`config.mk`:
```
export PLATFORM = sky130hd
export DESIGN_NAME = utf8_bmp_decoder_core_flat
export DESIGN_NICKNAME = d
export VERILOG_FILES = /design/src/hw/rtl/utf8bd_pkg.sv /design/src/hw/rtl/utf8bd_byte_if.sv /design/src/hw/rtl/utf8bd_cp_if.sv /design/src/hw/rtl/utf8bd_front.sv /design/src/hw/rtl/utf8bd_queue.sv /design/src/hw/rtl/utf8bd_back.sv /design/src/hw/rtl/utf8_bmp_decoder_core.sv /design/src/flat_wrapper.sv
export VERILOG_INCLUDE_DIRS = /design/src /design/src/hw/rtl
export SDC_FILE = /design/constraint.sdc
export NUM_CORES = 1
export LEC_CHECK = 0
export BUFFER_PORTS_ARGS = -buffer_cell sky130_fd_sc_hd__clkbuf_2
export CAP_MARGIN = 30
export CORE_ASPECT_RATIO = 1.5
export CORE_MARGIN = 1.5
export CORE_UTILIZATION = 41
export CTS_CLUSTER_SIZE = 25
export DETAILED_ROUTE_END_ITERATION = 8
export SLEW_MARGIN = 20
export SYNTH_ARGS = -nofsm -noshare
export SYNTH_HDL_FRONTEND = slang
export SYNTH_SLANG_ARGS = --single-unit
```
`constraint.sdc`:
```
create_clock -name clk_i -period 7 [get_ports clk_i]
set_input_delay 0.7 -clock clk_i [delete_from_list [all_inputs] [get_ports clk_i]]
set_output_delay 0.7 -clock clk_i [all_outputs]
set_load 0.05 [all_outputs]
```
`src/hw/rtl/utf8_bmp_decoder_core_defines.svh`:
```
// Assertion macros shared by the decoder's RTL files.
// Each macro expects clk_i and rst_ni to be visible where it is used.
`ifndef UTF8_BMP_DECODER_CORE_DEFINES_SVH
`define UTF8_BMP_DECODER_CORE_DEFINES_SVH

// Checks a property while the block is out of reset.
`define UTF8BD_ASSERT(label, prop, msg) \
  label: assert property (@(posedge clk_i) disable iff (!rst_ni) (prop)) else $error(msg);

// Checks a property at every clock edge, reset included.
`define UTF8BD_ASSERT_ALWAYS(label, prop, msg) \
  label: assert property (@(posedge clk_i) (prop)) else $error(msg);

`endif

```
`src/hw/rtl/utf8bd_pkg.sv`:
```
package utf8bd_pkg;

  // Field widths.
  localparam int ByteW = 8;
  localparam int CpW   = 16;

  // Byte classes.
  localparam logic [ByteW-1:0] CtrlLimit   = 8'h20;
  localparam logic [ByteW-1:0] AsciiLimit  = 8'h80;
  localparam logic [ByteW-1:0] LeadTwoLo   = 8'hC2;
  localparam logic [ByteW-1:0] LeadTwoHi   = 8'hDF;
  localparam logic [ByteW-1:0] LeadThreeLo = 8'hE0;
  localparam logic [ByteW-1:0] LeadThreeHi = 8'hEF;
  localparam logic [ByteW-1:0] LeadFourLo  = 8'hF0;
  localparam logic [ByteW-1:0] LeadFourHi  = 8'hF4;
  localparam logic [ByteW-1:0] ContMask    = 8'hC0;
  localparam logic [ByteW-1:0] ContTag     = 8'h80;

  // Code point limits.
  localparam logic [CpW-1:0] Replacement = 16'hFFFD;
  localparam logic [CpW-1:0] MinThree    = 16'h0800;
  localparam logic [CpW-1:0] SurrLo      = 16'hD800;
  localparam logic [CpW-1:0] SurrHi      = 16'hDFFF;

  // Continuation bytes that a pending sequence needs in all.
  localparam logic [1:0] ExpNone  = 2'd0;
  localparam logic [1:0] ExpTwo   = 2'd1;
  localparam logic [1:0] ExpThree = 2'd2;
  localparam logic [1:0] ExpFour  = 2'd3;

  // Queue between front and back.
  localparam int QDepth = 4;
  localparam int QAw    = $clog2(QDepth);
  localparam int QCntW  = $clog2(QDepth + 1);

  // One queue entry: all results but the last are replacements.
  typedef struct packed {
    logic [1:0]     last_idx;  // number of results minus one
    logic [CpW-1:0] cp;        // code point of the last result
    logic           eot;       // byte closed the text
  } qentry_t;

  typedef struct packed {
    logic    valid;
    qentry_t data;
  } qslot_t;

endpackage

```
`src/hw/rtl/utf8bd_byte_if.sv`:
```
interface utf8bd_byte_if import utf8bd_pkg::*; ();
  logic             valid;
  logic             ready;
  logic [ByteW-1:0] in_byte;
  logic             end_of_text;

  modport source (output valid, output in_byte, output end_of_text, input ready);
  modport sink   (input valid, input in_byte, input end_of_text, output ready);
endinterface

```
`src/hw/rtl/utf8bd_cp_if.sv`:
```
interface utf8bd_cp_if import utf8bd_pkg::*; ();
  logic           valid;
  logic           ready;
  logic [CpW-1:0] code_point;
  logic           run_last;
  logic           text_done;

  modport source (output valid, output code_point, output run_last, output text_done,
                  input ready);
  modport sink   (input valid, input code_point, input run_last, input text_done,
                  output ready);
endinterface

```
`src/hw/rtl/utf8bd_front.sv`:
```
`include "utf8_bmp_decoder_core_defines.svh"

module utf8bd_front import utf8bd_pkg::*; (
  input  logic          clk_i,
  input  logic          rst_ni,
  utf8bd_byte_if.sink   byte_i,
  input  logic          full_i,
  output qslot_t        push_o
);

  logic [1:0]       exp_q, exp_d;
  logic [1:0]       taken_q, taken_d;
  logic [CpW-1:0]   acc_q, acc_d;

  logic             accept;
  logic [ByteW-1:0] b;
  logic             eot;
  logic             is_cont;
  logic [CpW-1:0]   acc_ext;
  logic [1:0]       taken_inc;
  logic             bad_seq;

  logic             st_res;
  logic [CpW-1:0]   st_cp;
  logic [1:0]       st_exp;
  logic [CpW-1:0]   st_acc;

  logic             has_res;
  logic [1:0]       n_m1;
  logic [CpW-1:0]   cp;

  assign byte_i.ready = !full_i;
  assign accept       = byte_i.valid && byte_i.ready;
  assign b            = byte_i.in_byte;
  assign eot          = byte_i.end_of_text;

  // Continuation test and the code point extended by this byte.
  assign is_cont   = (b & ContMask) == ContTag;
  assign acc_ext   = {acc_q[CpW-7:0], b[5:0]};
  assign taken_inc = taken_q + 2'd1;
  assign bad_seq   = (exp_q == ExpThree && acc_ext < MinThree) ||
                     (acc_ext >= SurrLo && acc_ext <= SurrHi) ||
                     (exp_q == ExpFour);

  // Classification of a byte seen with no sequence pending.
  always_comb begin
    st_res = 1'b1;
    st_cp  = Replacement;
    st_exp = ExpNone;
    st_acc = '0;
    priority if (b < AsciiLimit) begin
      st_cp = (b < CtrlLimit) ? Replacement : {{(CpW-ByteW){1'b0}}, b};
    end else if (b >= LeadTwoLo && b <= LeadTwoHi) begin
      st_res = 1'b0;
      st_exp = ExpTwo;
      st_acc = {{(CpW-5){1'b0}}, b[4:0]};
    end else if (b >= LeadThreeLo && b <= LeadThreeHi) begin
      st_res = 1'b0;
      st_exp = ExpThree;
      st_acc = {{(CpW-4){1'b0}}, b[3:0]};
    end else if (b >= LeadFourLo && b <= LeadFourHi) begin
      st_res = 1'b0;
      st_exp = ExpFour;
      st_acc = {{(CpW-3){1'b0}}, b[2:0]};
    end else begin
      st_cp = Replacement;
    end
  end

  // Sequence tracking: how many results this byte causes and the last one.
  always_comb begin
    has_res = 1'b0;
    n_m1    = 2'd0;
    cp      = Replacement;
    exp_d   = exp_q;
    taken_d = taken_q;
    acc_d   = acc_q;
    if (exp_q != ExpNone) begin
      if (is_cont) begin
        if (taken_inc == exp_q) begin
          // Sequence complete.
          has_res = 1'b1;
          cp      = bad_seq ? Replacement : acc_ext;
          exp_d   = ExpNone;
          taken_d = 2'd0;
          acc_d   = '0;
        end else if (eot) begin
          // Unfinished at the end: one replacement per byte taken.
          has_res = 1'b1;
          n_m1    = taken_inc;
          exp_d   = ExpNone;
          taken_d = 2'd0;
          acc_d   = '0;
        end else begin
          taken_d = taken_inc;
          acc_d   = acc_ext;
        end
      end else begin
        // Broken sequence: flush it, then decode this byte afresh.
        has_res = 1'b1;
        if (st_res) begin
          n_m1    = taken_inc;
          cp      = st_cp;
          exp_d   = ExpNone;
          taken_d = 2'd0;
          acc_d   = '0;
        end else if (eot) begin
          n_m1    = taken_inc;
          exp_d   = ExpNone;
          taken_d = 2'd0;
          acc_d   = '0;
        end else begin
          n_m1    = taken_q;
          exp_d   = st_exp;
          taken_d = 2'd0;
          acc_d   = st_acc;
        end
      end
    end else begin
      if (st_res) begin
        has_res = 1'b1;
        cp      = st_cp;
      end else if (eot) begin
        // A lead byte that closes the text is flushed at once.
        has_res = 1'b1;
      end else begin
        exp_d   = st_exp;
        taken_d = 2'd0;
        acc_d   = st_acc;
      end
    end
  end

  // Queue write for bytes that cause at least one result.
  always_comb begin
    push_o.valid         = accept && has_res;
    push_o.data.last_idx = n_m1;
    push_o.data.cp       = cp;
    push_o.data.eot      = eot;
  end

  always_ff @(posedge clk_i or negedge rst_ni) begin
    if (!rst_ni) begin
      exp_q   <= ExpNone;
      taken_q <= 2'd0;
      acc_q   <= '0;
    end else if (accept) begin
      exp_q   <= exp_d;
      taken_q <= taken_d;
      acc_q   <= acc_d;
    end
  end

  `UTF8BD_ASSERT(a_taken_below_exp,
                 (exp_q == ExpNone) || (taken_q < exp_q),
                 "continuation count ran past sequence length")
  `UTF8BD_ASSERT(a_eot_clears,
                 (accept && eot) |=> (exp_q == ExpNone && taken_q == 2'd0),
                 "sequence still pending after end of text")

endmodule

```
`src/hw/rtl/utf8bd_queue.sv`:
```
`include "utf8_bmp_decoder_core_defines.svh"

module utf8bd_queue import utf8bd_pkg::*; (
  input  logic   clk_i,
  input  logic   rst_ni,
  input  qslot_t push_i,
  output logic   full_o,
  output qslot_t head_o,
  input  logic   pop_i
);

  qentry_t          mem_q [QDepth];
  logic [QAw-1:0]   wr_ptr_q, rd_ptr_q;
  logic [QCntW-1:0] count_q;
  logic             do_push;

  assign full_o      = count_q == QCntW'(QDepth);
  assign do_push     = push_i.valid && !full_o;
  assign head_o.valid = count_q != '0;
  assign head_o.data  = mem_q[rd_ptr_q];

  // Entry storage.
  always_ff @(posedge clk_i) begin
    if (do_push) begin
      mem_q[wr_ptr_q] <= push_i.data;
    end
  end

  // Pointers and fill count.
  always_ff @(posedge clk_i or negedge rst_ni) begin
    if (!rst_ni) begin
      wr_ptr_q <= '0;
      rd_ptr_q <= '0;
      count_q  <= '0;
    end else begin
      if (do_push) begin
        wr_ptr_q <= wr_ptr_q + QAw'(1);
      end
      if (pop_i) begin
        rd_ptr_q <= rd_ptr_q + QAw'(1);
      end
      count_q <= count_q + QCntW'(do_push) - QCntW'(pop_i);
    end
  end

  `UTF8BD_ASSERT(a_count_bound, count_q <= QCntW'(QDepth),
                 "queue fill count exceeds depth")
  `UTF8BD_ASSERT(a_no_pop_empty, pop_i |-> (count_q != '0),
                 "pop from an empty queue")

endmodule

```
`src/hw/rtl/utf8bd_back.sv`:
```
`include "utf8_bmp_decoder_core_defines.svh"

module utf8bd_back import utf8bd_pkg::*; (
  input  logic          clk_i,
  input  logic          rst_ni,
  input  qslot_t        head_i,
  output logic          pop_o,
  utf8bd_cp_if.source   cp_o
);

  logic [1:0] idx_q;
  logic       is_last;
  logic       out_acc;

  // Expand the head entry into its results, the last one carrying the code point.
  assign is_last       = idx_q == head_i.data.last_idx;
  assign out_acc       = cp_o.valid && cp_o.ready;
  assign pop_o         = out_acc && is_last;
  assign cp_o.valid    = head_i.valid;
  assign cp_o.code_point = is_last ? head_i.data.cp : Replacement;
  assign cp_o.run_last = is_last;
  assign cp_o.text_done = is_last && head_i.data.eot;

  always_ff @(posedge clk_i or negedge rst_ni) begin
    if (!rst_ni) begin
      idx_q <= 2'd0;
    end else if (out_acc) begin
      idx_q <= is_last ? 2'd0 : idx_q + 2'd1;
    end
  end

  `UTF8BD_ASSERT(a_idx_in_entry, head_i.valid |-> (idx_q <= head_i.data.last_idx), "result index ran past the entry")

endmodule

```
`src/hw/rtl/utf8_bmp_decoder_core.sv`:
```
// UTF-8 decoder for Basic Multilingual Plane text: takes one byte word per
// cycle while the queue is not full, with an end-of-text flag, and delivers
// code point words, U+FFFD for control bytes, stray bytes, broken or
// unfinished sequences, overlong three-byte forms, surrogates and every
// four-byte form. A byte causes zero to four words; the last one is marked
// run_last, and on the final byte of the text also text_done. The front
// classifies each byte combinationally and writes one entry per producing
// byte into a four-entry queue; the back expands the head entry, one output
// word per cycle while the receiver is ready. Input runs at one byte per
// cycle while bytes yield at most one word each and the receiver keeps up;
// otherwise entries build up and the input stalls only once the queue is full.
module utf8_bmp_decoder_core import utf8bd_pkg::*; (
  input  logic          clk_i,
  input  logic          rst_ni,
  utf8bd_byte_if.sink   byte_i,
  utf8bd_cp_if.source   cp_o
);

  qslot_t push;
  qslot_t head;
  logic   full;
  logic   pop;

  utf8bd_front u_front (
    .clk_i  (clk_i),
    .rst_ni (rst_ni),
    .byte_i (byte_i),
    .full_i (full),
    .push_o (push)
  );

  utf8bd_queue u_queue (
    .clk_i  (clk_i),
    .rst_ni (rst_ni),
    .push_i (push),
    .full_o (full),
    .head_o (head),
    .pop_i  (pop)
  );

  utf8bd_back u_back (
    .clk_i  (clk_i),
    .rst_ni (rst_ni),
    .head_i (head),
    .pop_o  (pop),
    .cp_o   (cp_o)
  );

endmodule

```
`src/flat_wrapper.sv`:
```
// flat-port wrapper written by rule: the top's interface ports become plain ports
module utf8_bmp_decoder_core_flat import utf8bd_pkg::*;
  (clk_i, rst_ni, byte_i_valid, byte_i_in_byte, byte_i_end_of_text, byte_i_ready, cp_o_valid, cp_o_code_point, cp_o_run_last, cp_o_text_done, cp_o_ready);
  utf8bd_byte_if byte_i_i ();
  utf8bd_cp_if cp_o_i ();
  input  logic clk_i;
  input  logic rst_ni;
  input wire logic [$bits(byte_i_i.valid)-1:0] byte_i_valid;
  input wire logic [$bits(byte_i_i.in_byte)-1:0] byte_i_in_byte;
  input wire logic [$bits(byte_i_i.end_of_text)-1:0] byte_i_end_of_text;
  output wire logic [$bits(byte_i_i.ready)-1:0] byte_i_ready;
  output wire logic [$bits(cp_o_i.valid)-1:0] cp_o_valid;
  output wire logic [$bits(cp_o_i.code_point)-1:0] cp_o_code_point;
  output wire logic [$bits(cp_o_i.run_last)-1:0] cp_o_run_last;
  output wire logic [$bits(cp_o_i.text_done)-1:0] cp_o_text_done;
  input wire logic [$bits(cp_o_i.ready)-1:0] cp_o_ready;
  assign byte_i_i.valid = byte_i_valid;
  assign byte_i_i.in_byte = byte_i_in_byte;
  assign byte_i_i.end_of_text = byte_i_end_of_text;
  assign byte_i_ready = byte_i_i.ready;
  assign cp_o_valid = cp_o_i.valid;
  assign cp_o_code_point = cp_o_i.code_point;
  assign cp_o_run_last = cp_o_i.run_last;
  assign cp_o_text_done = cp_o_i.text_done;
  assign cp_o_i.ready = cp_o_ready;
  utf8_bmp_decoder_core u_core (.clk_i(clk_i), .rst_ni(rst_ni), .byte_i(byte_i_i), .cp_o(cp_o_i));
endmodule
```
==> results by stage <==
Logic synthesis:
- The synthesized area per cell is 14.65 sq um.
- Ranked by total cell area, the synthesized netlist is headed by sky130_fd_sc_hd__edfxtp_1, sky130_fd_sc_hd__dfrtp_1, sky130_fd_sc_hd__mux4_2, sky130_fd_sc_hd__mux4_1, sky130_fd_sc_hd__ha_1.
- For this run, the number of Yosys warnings is 0.
- The area share of the largest cell type after synthesis is 50.08%.
- The biggest area consumer among synthesized cells is sky130_fd_sc_hd__edfxtp_1.
- The async set or reset register ratio after synthesis is 23.23%.
- The total of flip-flops plus latches after synthesis is 99.
- By count the netlist is led by sky130_fd_sc_hd__edfxtp_1, sky130_fd_sc_hd__nand2_1, sky130_fd_sc_hd__dfrtp_1, sky130_fd_sc_hd__o21ai_0.
- The sequential area share after synthesis is 62.71%.
- The cell area that synthesis handed to floorplanning was 0.004557 sq mm.
- The number of enable flip-flop cells after synthesis is 76.
- The number of nets produced by synthesis is 333.
- The number of cells produced by synthesis is 311.
- Synthesis instantiated 51 different standard cells from the library.
- The most frequently used flop master after synthesis is sky130_fd_sc_hd__edfxtp_1.
- Among all cell types in the netlist, the one instantiated most often is sky130_fd_sc_hd__edfxtp_1.

Final layout:
- The repair_antennas step left the layout with diodes totalling 0.
- The share of layout cells above drive strength 1 is 22.22%.
- The number of fill cells is 1004.
- The post-layout net count is 368.
- The footprint of the flip-flops and latches is 0.002858 sq mm.
- The total area of multi-input combinational cells is 0.001579 sq mm.
- The area growth from synthesis to layout is 15.13%.

Clock network:
- In this run, CTS created clock tree buffers numbering 9.
- The deepest level of the CTS H-tree is 3.
- The buffer count from post-CTS setup fixing is 0.
- The longest clock path from root to sink contains 2 buffers.
- The CTS root buffer is sky130_fd_sc_hd__clkbuf_16.
- TritonCTS built the clock tree.
- The number of sinks on the clock net is 99.
- Once the clock tree was built, the resizer swapped 0 gates to a different size.
- The number of buffers inserted for hold repair after clock tree synthesis is 0.
- After clock tree synthesis, the clock-pin slew on the worst setup and hold paths is 60 ps.
- The clock insertion delay at the later pin of the skew report is 340 ps.

STA:
- The measured slew at the worst slew-check pin is 903.8 ps.
- The shortest clock period the worst path allows after layout is 3434 ps.
- The maximum clock skew at final layout is 7.608 ps.
- Hold timing on the final database bottoms out at a slack of 361.2 ps.
- The maximum clock frequency is 0.2912 GHz.
- Setup repair after global routing left no endpoint under its margin.
- The setup total negative slack is 0 ps.
- The normalized max-slew margin is 39.75%.
- The number of pins with negative max-slew slack in the final report came to 0.
- The hold violation total from the final report is 0.
- The number of failing setup endpoints in the final timing report is 0.
- The final critical-path share of the clock period is 49.05%.
- Setup slack on the critical path of the routed design comes to 3566 ps.

Floorplan:
- In this run the horizontal extent of the chip is 89.08 um.
- From bottom edge to top edge, the die measures 132.1 um.
- For this design the top-level I/O count stands at 33.
- The effective utilization at floorplan is 41.66%.
- The region available for standard cell placement spans 0.01094 sq mm.
- The die outline area is 0.01177 sq mm.
- The number of rows in the core area is 47.

GRT:
- The routing usage on met2 is 27.23%.
- Global routing used 16.23% of the available tracks across all layers.
- In the global route stage, met3 resource usage came out at 3.131%.
- The number of global-route vias before repair is 2738.
- The initial antenna violation count was 0.
- After global routing, the most crowded layer is met2.
- The global-route wire length before repair is 13.90 mm.
- Entering global routing, the biggest net connects 25 pins.
- The total congestion overflow is 0.
- The global-route met1 utilization is 19.66%.

Power and ir drop:
- The proportion of power drawn by combinational gates is 39.7%.
- Internal power comes to 1.429 mW.
- For this design the total switching power over the nets is 879.8 uW.
- The clock group share of total power is 24.0%.
- The switching share of power is 38.10%.
- The share of power burned in registers is 36.3%.
- The power density over the cells is 440.1 mW/mm^2.
- IR analysis of the VDD net gives a maximum drop of 0.1565 mV.
- The analysis attributes to cell leakage a power of 1.909 nW.

Place:
- Once detailed placement completed, the half-perimeter wirelength came to 6.231 mm.
- The placer's final routability congestion estimate is 0.9045.
- Timing analysis after detailed placement gives a worst setup slack of 3710 ps.
- The total of buffers placed on input and output ports is 32.

Setup path:
- STA puts the critical path data arrival time at 2730 ps.
- The maximum fanout encountered on the critical timing path is 20.
- The critical path is of the register to output port type.
- STA classifies the critical path startpoint as a register.
- Traced cell by cell, the critical path runs through mux4_1 -> xnor2_2 -> nand2_4 -> or2_1 -> clkbuf_2.
- For this design, the slowest cell found on the critical path is sky130_fd_sc_hd__dfrtp_1.
- The startpoint identified for the worst register-to-register timing path is u_core.u_queue.rd_ptr_q[1].
- The worst path required time is 6300 ps.
- The kind of end point of the critical path is an output port.
- Tracing the worst setup path back leads to its startpoint at u_core.u_queue.rd_ptr_q[1].
- The largest stage delay on the critical path is 930 ps.

Route:
- The number of DRC violations after detailed-routing iteration 0 is 122.
- The number of antenna-violating nets in the routed design is 0.
- The final wirelength is 8.720 mm.
- The average wire per standard cell is 17.51 um.
- The DRC violation count after routing is 0.
- The mean number of vias per cell is 5.193.
- The count of vias placed by the detailed router is 2586.
- The first-pass detailed-route iteration total is 4.

Job:
- The tool flagged a number of max-cap violations equal to 0.

Outcome:
- The flow ran to the end, and the final reports show no timing, DRC or antenna violations.

Min path:
- The path class of the lowest-slack min-delay path is input port to async pin.
-- worst max-delay path, delay by kind of cell, from the launching register on --
kind | cells | cell delay [ps]
simple gates | 2 | 470
buf+inv | 1 | 240
mux | 1 | 460
flops | 1 | 930
xor+xnor | 1 | 290
-- through the flow --
| stage | total power, mW | util (%) | instances | cell area (sq um) |
|---|---|---|---|---|
| 4_1_cts | 2.342 | 47.91 | 498 | 5240 |
| 3_5_place_dp | 1.788 | 44.78 | 482 | 4898 |
| 5_1_grt | 2.424 | 47.96 | 498 | 5246 |
| 3_3_place_gp | 1.758 | 44.23 | 478 | 4838 |
| 2_1_floorplan | 1.571 | - | 311 | 4557 |
| 6_report | 2.309 | 47.96 | 498 | 5246 |
-- cells in the final DEF, fill, tap and decap left out, types with 2 or more instances in the layout --
master / count
sky130_fd_sc_hd__o21a_1: 10
sky130_fd_sc_hd__or3_1: 2
sky130_fd_sc_hd__clkbuf_2: 32
sky130_fd_sc_hd__nor2_1: 8
sky130_fd_sc_hd__nor3_1: 8
sky130_fd_sc_hd__ha_1: 8
sky130_fd_sc_hd__a21oi_1: 6
sky130_fd_sc_hd__o21ai_0: 17
sky130_fd_sc_hd__nand2b_1: 8
sky130_fd_sc_hd__or2_1: 15
sky130_fd_sc_hd__mux4_1: 8
sky130_fd_sc_hd__nand3_1: 4
sky130_fd_sc_hd__clkbuf_16: 9
sky130_fd_sc_hd__or2_2: 2
sky130_fd_sc_hd__and2_1: 4
sky130_fd_sc_hd__o31ai_1: 4
sky130_fd_sc_hd__buf_8: 4
sky130_fd_sc_hd__bufinv_16: 3
sky130_fd_sc_hd__xnor2_1: 5
sky130_fd_sc_hd__dfrtp_1: 23
sky130_fd_sc_hd__o211ai_1: 3
sky130_fd_sc_hd__a21o_1: 3
sky130_fd_sc_hd__inv_1: 15
sky130_fd_sc_hd__edfxtp_1: 76
sky130_fd_sc_hd__nor2b_1: 4
sky130_fd_sc_hd__a221oi_1: 2
sky130_fd_sc_hd__and3_1: 2
sky130_fd_sc_hd__nand2_1: 26
sky130_fd_sc_hd__xor2_1: 2
sky130_fd_sc_hd__mux4_2: 11
-- final cells by class --
| cell class | count | area share [%] |
|---|---|---|
| Timing Repair Buffer | 37 | 4.341 |
| Multi-Input combinational cell | 184 | 30.10 |
| Tap cell | 147 | 3.506 |
| Clock inverter | 6 | 2.146 |
| Clock buffer | 10 | 4.364 |
| Sequential cell | 99 | 54.47 |
| Inverter | 15 | 1.073 |
-- sequential cells by signal, indices dropped and copies added (netlist names) --
signal                   cells
u_core.u_queue.mem_q        76
u_core.u_front.acc_q        10
u_core.u_queue.count_q       3
u_core.u_back.idx_q          2
u_core.u_front.exp_q         2
u_core.u_front.taken_q       2
u_core.u_queue.rd_ptr_q      2
u_core.u_queue.wr_ptr_q      2
-- routing by layer --
metal | share of wire, % | up-vias
met5 | 0 | -
met4 | 2.5 | 0
met3 | 3.2 | 12
met2 | 53 | 47
met1 | 41 | 1294
li1 | - | 1233
-- kinds of logic after synthesis --
group | share of synthesized area, %
DFF | 62.71
buffers and inverters | 2.773
muxes | 10.76
AOI/OAI and AO/OA | 7.496
adders and majority gates | 2.636
and+or+nand+nor | 11.31
xor gates and xnor gates | 2.307
-- worst paths after layout --
| path | slack (ps) | to | cells after the start |
|---|---|---|---|
| min in group clk_i | 490 | u_core.u_queue.count_q[2] | 1 |
| hold reg to reg | 490 | u_core.u_queue.count_q[2] | 1 |
| hold / removal | 360 | u_core.u_queue.rd_ptr_q[0] | 1 |
| max in group asynchronous | 6230 | u_core.u_front.acc_q[5] | 1 |
| setup reg to reg | 3760 | u_core.u_queue.count_q[2] | 10 |
| setup / recovery | 3570 | cp_o_code_point[15] | 5 |
-- power groups by stage --
stage,combinational [mW],sequential [mW],clock (mW)
floorplan,0.760,0.811,0
global placement,0.907,0.851,0
detailed placement,0.935,0.853,0
CTS,0.936,0.842,0.565
global route,0.985,0.853,0.586
finish,0.916,0.839,0.554
Power figures use the tool's default switching activity.
